==> src/qsbc_pkg.sv <==
// ----------------------------------------------------------------------------
// qsbc_pkg
// Shared types, constants and helpers for the quarter-step box collision unit.
// ----------------------------------------------------------------------------
package qsbc_pkg;

	localparam int MAX_BOXES_DEF = 64;
	localparam int SUB_STEPS     = 4;
	localparam int STEP_SHIFT    = 2;

	localparam int COORD_W = 16;
	localparam int EXT_W   = 15;
	localparam int KIND_W  = 8;
	localparam int SLOT_W  = 6;
	localparam int CNT_W   = 7;
	localparam int SCR_W   = 15;
	localparam int CFG_W   = 15;
	localparam int CIDX_W  = 2;
	localparam int PNT_W   = 20;
	localparam int STEP_W  = 3;
	localparam int OUTC_W  = 2;

	localparam int IN_DATA_W  = 144;
	localparam int OUT_DATA_W = 16;

	localparam logic [SCR_W-1:0] SCREEN_W_RST = 15'd10240;
	localparam logic [SCR_W-1:0] SCREEN_H_RST = 15'd7680;

	typedef enum logic [CIDX_W-1:0] {
		REG_OBJECT_COUNT  = 2'd0,
		REG_SCREEN_WIDTH  = 2'd1,
		REG_SCREEN_HEIGHT = 2'd2,
		REG_UNUSED        = 2'd3
	} reg_idx_t;

	typedef enum logic [OUTC_W-1:0] {
		OUT_NONE = 2'd0,
		OUT_HIT  = 2'd1,
		OUT_OOB  = 2'd2
	} outcome_t;

	typedef enum logic [1:0] {
		RES_EMPTY,
		RES_OOB,
		RES_HIT,
		RES_CLEAR
	} res_t;

	typedef enum logic [1:0] {
		S_IDLE,
		S_PROBE,
		S_SCAN,
		S_DONE
	} state_t;

	typedef struct packed {
		logic [KIND_W-1:0]         kind;
		logic [EXT_W-1:0]          height;
		logic [EXT_W-1:0]          width;
		logic signed [COORD_W-1:0] bottom;
		logic signed [COORD_W-1:0] left;
	} box_t;

	typedef struct packed {
		logic capture;
		logic load;
		logic step_next;
		logic idx_clr;
		logic idx_inc;
		logic rd_first;
		logic set_res;
		res_t res_sel;
		logic out_load;
	} cmd_t;

	typedef struct packed {
		logic count_zero;
		logic oob;
		logic hit;
		logic last_box;
		logic last_step;
	} st_t;

	function automatic int idx_width(int depth);
		return (depth > 1) ? $clog2(depth) : 1;
	endfunction

endpackage

==> src/qsbc_ctrl.sv <==
// ----------------------------------------------------------------------------
// qsbc_ctrl
// Controller: handshakes, sub-step and box scan sequencing, output register.
// ----------------------------------------------------------------------------
module qsbc_ctrl
	import qsbc_pkg::*;
(
	input  logic clk,
	input  logic arst_n,
	input  logic s_tvalid,
	output logic s_tready,
	input  logic s_tuser,
	output logic m_tvalid,
	input  logic m_tready,
	input  st_t  st,
	output cmd_t cmd
);

	state_t state_q, state_d;
	logic   m_tvalid_q;

	always_ff @(posedge clk or negedge arst_n) begin
		if (!arst_n) begin
			state_q    <= S_IDLE;
			m_tvalid_q <= 1'b0;
		end else begin
			state_q <= state_d;
			if (cmd.out_load) begin
				m_tvalid_q <= 1'b1;
			end else if (m_tready) begin
				m_tvalid_q <= 1'b0;
			end
		end
	end

	always_comb begin
		state_d     = state_q;
		cmd         = '0;
		cmd.res_sel = RES_EMPTY;
		s_tready    = 1'b0;
		case (state_q)
			S_IDLE: begin
				s_tready = 1'b1;
				if (s_tvalid) begin
					if (s_tuser) begin
						cmd.capture = 1'b1;
						if (st.count_zero) begin
							cmd.set_res = 1'b1;
							cmd.res_sel = RES_EMPTY;
							state_d     = S_DONE;
						end else begin
							state_d = S_PROBE;
						end
					end else begin
						cmd.load = 1'b1;
					end
				end
			end
			S_PROBE: begin
				if (st.oob) begin
					cmd.set_res = 1'b1;
					cmd.res_sel = RES_OOB;
					state_d     = S_DONE;
				end else begin
					cmd.rd_first = 1'b1;
					cmd.idx_clr  = 1'b1;
					state_d      = S_SCAN;
				end
			end
			S_SCAN: begin
				if (st.hit) begin
					cmd.set_res = 1'b1;
					cmd.res_sel = RES_HIT;
					state_d     = S_DONE;
				end else if (st.last_box) begin
					if (st.last_step) begin
						cmd.set_res = 1'b1;
						cmd.res_sel = RES_CLEAR;
						state_d     = S_DONE;
					end else begin
						cmd.step_next = 1'b1;
						state_d       = S_PROBE;
					end
				end else begin
					cmd.idx_inc = 1'b1;
				end
			end
			S_DONE: begin
				if (!m_tvalid_q || m_tready) begin
					cmd.out_load = 1'b1;
					state_d      = S_IDLE;
				end
			end
			default: state_d = S_IDLE;
		endcase
	end

	assign m_tvalid = m_tvalid_q;

	a_load_free: assert property (@(posedge clk) disable iff (!arst_n)
		cmd.out_load |-> (!m_tvalid_q || m_tready))
		else $error("output word overwritten");

	a_query_start: assert property (@(posedge clk) disable iff (!arst_n)
		(s_tvalid && s_tready && s_tuser) |=> (state_q == S_PROBE || state_q == S_DONE))
		else $error("query not started");

	a_box_load_idle: assert property (@(posedge clk) disable iff (!arst_n)
		(s_tvalid && s_tready && !s_tuser) |=> (state_q == S_IDLE))
		else $error("box load left idle");

endmodule

==> config.mk <==
export PLATFORM = sky130hd
export DESIGN_NAME = qsbc_ctrl
export DESIGN_NICKNAME = d
export VERILOG_FILES = /design/src/qsbc_pkg.sv /design/src/qsbc_ctrl.sv
export SDC_FILE = /design/constraint.sdc
export NUM_CORES = 1
export LEC_CHECK = 0
export ABC_AREA = 1
export BUFFER_PORTS_ARGS = -buffer_cell sky130_fd_sc_hd__buf_4
export CORE_AREA = 2 2 39 41
export CTS_CLUSTER_SIZE = 24
export DETAILED_ROUTE_END_ITERATION = 10
export DIE_AREA = 0 0 41 43
export GPL_TIMING_DRIVEN = 0
export MAX_ROUTING_LAYER = met4
export REMOVE_ABC_BUFFERS = 1
export SLEW_MARGIN = 5
export SYNTH_ARGS = -nofsm -noshare
export SYNTH_HDL_FRONTEND = slang
export SYNTH_SLANG_ARGS = --single-unit
==> constraint.sdc <==
create_clock -name clk -period 2.2 [get_ports clk]
set_input_delay 0.44 -clock clk [delete_from_list [all_inputs] [get_ports clk]]
set_output_delay 0.44 -clock clk [all_outputs]
set_load 0.005 [all_outputs]
After elaboration in Yosys (flattened, before gate mapping) --
Cells that the tools add are included. Widths: inputs -> output; s select.
Cells by class: multiplexer cells 35, eq/ne operators 7, reduce and logical (&&, ||, !) cells 5
Operators with widths (count):
- $mux 3 | 7
- $mux 2 | 9
- $mux 1 | 17
- $pmux 3 s3 | 1
- $pmux 2 s4 | 1
- $ne 2x2->1 const B | 3
- $eq 2x2->1 const B | 2
- $reduce_and 4->1 | 1
- $ne 3x3->1 const B | 1
- $eq 2x1->1 const B | 1
- $logic_not 2->1 | 1
- $reduce_bool 2->1 | 1
- $logic_not 1->1 | 1
- $logic_or 1x1->1 | 1
Word-level totals: input port bits 10, word-level logic and storage cells 49, flip-flop bits (word level) 3, output and inout port bits 12

Longest topological paths before layout --
Gate-level depths: netlist of run 1.
depth after elaboration 5, mapped depth 5, depth with buffers taken out 5

Worst setup path after synthesis of run 1 --
OpenSTA, ideal clock, no wires.
kind reg-to-output, start point register state_q[1], end point output port cmd[8] (netlist name), cell stages (with the launch flop) 4, data arrival time 0.852 ns, buffers on the path 0, required time 1.760 ns, slack 0.908 ns, path through dfrtp_1 nor2_1 inv_1 nor3_1
RTL lines:
- start: declaration | line qsbc_ctrl.sv:19 | state_t state_q, state_d;
- start signal: assignment | line qsbc_ctrl.sv:27 | state_q <= state_d;
- end: declaration | line qsbc_ctrl.sv:16 | output cmd_t cmd

==> results.md, run 1 <==
- Status: completed
- Syn_area_per_cell: 5.77 um^2
- Vias in the first global route: 336
- Worst-path clk slew: 0.04 ns
- Class of the tightest hold or removal check: input port to register
- Most frequent cells in the layout: buf_4 (21), inv_1 (10), nand2_1 (9)
- Setup_tns: 0 ns
- Post-CTS setup buffer count: 0
- Layout cells sized above 1: 38.0%
- Final setup fails: 0
- Die X: 41 um
- Startpoint Class: register
- Worst Path Max Fanout: 4
- I/O pin cnt: 22
- Clk Latency, worst-skew pair: 0.24 ns
- CP endpoint kind: output port
- Yosys top cell area share: 28.3%
- R2R cell count: 4
- Final #Nets: 82
- DR vias/cell: 4.28
- Dpl hpwl: 665 um
- WL final: 761 um
- CP max stage cell: dfrtp_1
- Largest cells by area after synthesis: dfrtp_1 (28%), inv_1 (14%), nand2_1 (13%)
- Worst Path Buf+Inv: 2
- Initial antenna violation count: 0
- Largest net degree at the start of global routing: 7
- Worst Tran Pin Value: 0.222 ns
- Critical Path RT: 1.76 ns
- Hold Slack: 0.499 ns
- Iter 0 DRT Violations: 5
- Syn Inst Count: 46
- Synthesis warning total: 0
- VDD IR max: 0.258 mV
- Hold Path Depth: 4
- H-Tree Depth: 1
- Post-route DRC violation count: 0
- Leak: 0.281 nW
- Max-cap violations: 0
- Cts bufs inserted: 3
- Synth area leader: dfrtp_1
- Drt first pass iters: 4
- Num rows: 14
- Crit path depth: 4
- Worst Path Arrival: 1.25 ns
- Syn-to-layout area delta: 77.8%
- Clock Tree Root: clkbuf_4
- Setup CP Type: register to output port
- Antenna cell count: 0
- RSZ-0062 raised after global routing: no
- Yosys cell types: 14
- Hold Vio Cnt, Final: 0
- CP cell instances: nor2_1, inv_1, nor3_1, buf_4
- Post-route ant nets: 0
- Initial core utilization: 19.2%
- Final worst path period share: 76.8%
- DIE AREA: 0.00176 mm^2
- Final max-slew violation count: 0
- Overall fraction of global-route tracks in use: 10.3%
- Rel. slew slack: 85.1%
- GRT overflow: 0
- Die height: 43 um
- Cell Pwr Density: 1090 mW/mm^2
- TritonCTS clock tree: built
- Clk_skew: 0.00198 ns
- Core area: 0.00138 mm^2
- Vias: 372
- Post-Syn Area: 265 um^2
- Post-layout min period: 1.69 ns
- Port bufs: 21
- Top Family by Delay on Critical Path: flip-flops
- Commonest non-fill, non-tap cell in the layout: buf_4
- WL/cell: 8.75 um
- Register bit total from synthesis: 3
- Post-synthesis sequential area ratio: 28.3%
- First-pass GRT wire length: 1170 um
- Largest stage delay, worst path: 0.41 ns
- GP Congestion: 0.744
- Sink Count: 3
- Fmax: 592 MHz
- Maximum clock path buffer count: 2
## routing by layer
metal  GRT usage, %  vias up  routed length [um]
met1           8.41      166                 269
met3           3.66        3                  75
met5              -        -                   0
met4           8.00        0                  21
li1               -      190                   -
met2           17.2       13                 395
## flip-flops by register name, summed over array words and instances (netlist names)
name      count
state_q       2
m_tvalid      1
## synth_stat cells (all sizes together)
cell type / instances
a21oi: 2
buf: 1
dfrtp: 3
inv: 10
nand2: 10
nand3: 3
nand4: 1
nor2: 10
nor3: 2
nor4: 1
o21ai: 3
## timing repair
action                                 in CTS  in global routing
gates resized for setup                     0                  0
endpoints found under the hold margin       3                  0
hold buffers                                1                  0
## final timing paths
| check | start | end | slack (ns) |
|---|---|---|---|
| worst max-delay path | state_q[1] | cmd[9] | 0.51 |
| worst min-delay path | m_tready | m_tvalid | 0.50 |
| worst max register to register | state_q[1] | state_q[0] | 1.17 |
| worst min register to register | m_tvalid | m_tvalid | 0.56 |
| max in group asynchronous | arst_n | state_q[0] | 1.58 |
| min in group asynchronous | arst_n | state_q[1] | 0.53 |
## tightest hold or removal path, cell delays in order
cell	delay [ns]
buf_4	0.07
inv_1	0.04
nand2_1	0.08
nand2_1	0.06
## layout make-up
class                      count  area, um^2
multi-input combinational     32         145
timing repair buffer          22         168
inverter                      10        37.5
tap                           16        20.0
sequential                     3        75.1
clock buffer                   4        26.3
fill                         170         912
## where the power goes
part           internal [mW]  total [mW]  switching (mW)
Clock                 0.0682      0.0998          0.0316
Sequential            0.0844       0.116          0.0318
Combinational          0.147       0.296           0.149
## cell families (layout without fill, tap and decap cells)
logic type	after synthesis	in the layout	share of synthesized area [%]
buf+inv	11	36	17.0
simple gates	27	27	45.3
flops	3	3	28.3
compound gates	5	5	9.43
## through the flow
stage | utilization (%) | instance area [um^2] | std cells | power, mW | setup slack, ns
global route | 34.1 | 472 | 87 | 0.565 | 0.402
floorplan | - | 258 | 45 | 0.268 | 0.908
CTS | 34.1 | 472 | 87 | 0.521 | 0.495
global placement | 31.5 | 435 | 82 | 0.411 | 0.753
detailed placement | 31.5 | 435 | 82 | 0.419 | 0.740
finish | 34.1 | 472 | 87 | 0.512 | 0.511
(Power assumes the default switching activity.)
==> run 2: changes to the inputs <==
Clock period 2.2 ns to 1.6 ns, I/O delays scaled along.
==> results.md, run 2 (synthesized netlist as in run 1, its figures left out) <==
- DR vias/cell: 4.26 (-0.34%)
- Overall fraction of global-route tracks in use: 10.3% (unchanged)
- Max-cap violations: 0 (unchanged)
- Post-route DRC violation count: 0 (unchanged)
- Antenna cell count: 0 (unchanged)
- Max reg flops: 2 (unchanged)
- Post-route ant nets: 0 (unchanged)
- Dpl cell area: 435 um^2 (unchanged)
- Startpoint Class: register
- Worst Path Buf+Inv: 2 (unchanged)
- Largest stage delay, worst path: 0.43 ns (+0.02 ns)
- Sw Pwr: 311 uW (+46%)
- Final Util: 35.8% (+1.7 points)
- Initial antenna violation count: 0 (unchanged)
- Worst Tran Pin Value: 0.222 ns (-0.000422 ns)
- Reg power frac: 22.2% (-0.5 points)
- H-Tree Depth: 1 (unchanged)
- Clk_skew: 0.00301 ns (+0.00103 ns)
- Final setup fails: 0 (unchanged)
- Iter 0 DRT Violations: 3 (-2)
- Fin area: 495 um^2 (+5.0%)
- Port bufs: 21 (unchanged)
- Combinational power share: 59.8% (+2.0 points)
- Cts bufs inserted: 3 (unchanged)
- Setup ws final: 0.0759 ns (-0.435 ns)
- VDD IR max: 0.380 mV (+47%)
- Critical Path RT: 1.28 ns (-0.48 ns)
- Pre-CTS setup slack: 0.260 ns (-0.480 ns)
- Die X: 41 um (unchanged)
- Final #Nets: 83 (+1.2%)
- WL/cell: 9.06 um (+3.5%)
- Leak: 0.287 nW (+2.0%)
- Vias in the first global route: 336 (unchanged)
- Dpl hpwl: 665 um (unchanged)
- Worst-path clk slew: 0.04 ns (about the same)
- Post-layout min period: 1.52 ns
- Worst Path Max Fanout: 6 (+2)
- Top Family by Delay on Critical Path: flip-flops
- WL final: 797 um (+4.7%)
- Sw Ratio: 41.8% (+0.28 points)
- Layout cells sized above 1: 43.1% (+5.0 points)
- Syn-to-layout area delta: 86.8%
- Maximum clock path buffer count: 2 (unchanged)
- Min-delay src: m_tready
- GP Congestion: 0.744 (unchanged)
- Fmax: 656 MHz
- Clock power share: 18.0% (-1.5 points)
- Reg2reg start: state_q[0]
- Final worst path period share: 95.3%
- Clock Tree Root: clkbuf_4
- Worst Path Arrival: 1.20 ns (-0.05 ns)
- Sink Count: 3 (unchanged)
- Setup_tns: 0 ns (unchanged)
- Die height: 43 um (unchanged)
- Commonest non-fill, non-tap cell in the layout: buf_4
- Largest reg by FF count: state_q
- First-pass GRT wire length: 1170 um (unchanged)
- Final max-slew violation count: 0 (unchanged)
- Clk Latency, worst-skew pair: 0.23 ns (about the same)
- GRT overflow: 0 (unchanged)
- Class of the tightest hold or removal check: input port to register
- CP max stage cell: dfrtp_1
- Num rows: 14 (unchanged)
- Cell Pwr Density: 1500 mW/mm^2 (+38%)
- Largest net degree at the start of global routing: 7 (unchanged)
- Initial core utilization: 19.2% (unchanged)
- Setup CP Type: register to output port
- Total power: 745 uW (+45%)
- Most frequent cells in the layout: buf_4 (22), inv_1 (10), nand2_1 (9)
- I/O pin cnt: 22 (unchanged)
- P_int: 434 uW (+45%)
- Core area: 0.00138 mm^2 (unchanged)
- Crit path from: state_q[0]
- Rel. slew slack: 85.2% (+0.11 points)
- Vias: 375 (+0.81%)
- CP cell instances: inv_1, nand2_2, nor2_4, nand2_1, nand3_1, buf_4
- Hold Vio Cnt, Final: 0 (unchanged)
- DIE AREA: 0.00176 mm^2 (unchanged)
- Status: completed
- Drt first pass iters: 3 (-1)
- TritonCTS clock tree: built
- Fillers: 166 (-2.4%)
- CP endpoint kind: output port
## run 2: cell types whose count changed in the layout (fill, tap and decap cells not counted)
| cell | before | now |
|---|---|---|
| buf_4 | 21 | 22 |
| nor2_1 | 8 | 6 |
| nor2_2 | 2 | 3 |
| nor2_4 | 0 | 1 |
| nor4_1 | 1 | 0 |
| nor4_2 | 0 | 1 |
## run 2: final cells by class
cell class	instances	area, um^2	share of cell area (%)
Multi-Input combinational cell	32	161	32.6
Inverter	10	37.5	7.58
Timing Repair Buffer	23	175	35.4
Tap cell	16	20.0	4.04
Sequential cell	3	75.1	15.2
Clock buffer	4	26.3	5.30
## run 2: worst paths after layout
path | end | slack (ns) | cells past startpoint
max | cmd[3] | 0.08 | 6
min | m_tvalid | 0.39 | 4
max reg2reg | state_q[1] | 0.60 | 5
min reg2reg | m_tvalid | 0.57 | 2
max in group asynchronous | state_q[0] | 1.09 | 2
min in group asynchronous | state_q[1] | 0.41 | 2
## run 2: what timing repair did
item,CTS,global route
endpoints found under the hold margin,3,0
endpoints found under the setup margin,0,4
hold buffers,1,0
setup buffers,0,1
resized for setup,0,4
## run 2: through the flow
step                      hold WS [ns]  instances
after floorplan                 0.0244         45
after global placement           0.109         82
after detailed placement         0.113         82
after CTS                        0.380         87
after global routing             0.410         88
final                            0.387         88
## run 2: worst min-delay path, cell delays in order
cell	delay (ns)
buf_4	0.07
inv_1	0.04
nand2_1	0.08
nand2_1	0.06
## run 2: power by group through the flow
stage / clock, mW / combinational [mW] / sequential (mW)
2_1_floorplan: 0 / 0.215 / 0.153
3_3_place_gp: 0 / 0.407 / 0.158
3_5_place_dp: 0 / 0.415 / 0.161
4_1_cts: 0.139 / 0.417 / 0.161
5_1_grt: 0.147 / 0.505 / 0.169
6_report: 0.134 / 0.446 / 0.166
## run 2: routing by layer
| layer | wire length [um] | GRT usage [%] | vias to the layer above |
|---|---|---|---|
| met5 | 0 | - | - |
| met4 | 0 | 8.00 | 0 |
| met3 | 73 | 3.66 | 0 |
| met2 | 451 | 17.2 | 12 |
| met1 | 272 | 8.41 | 170 |
| li1 | - | - | 193 |
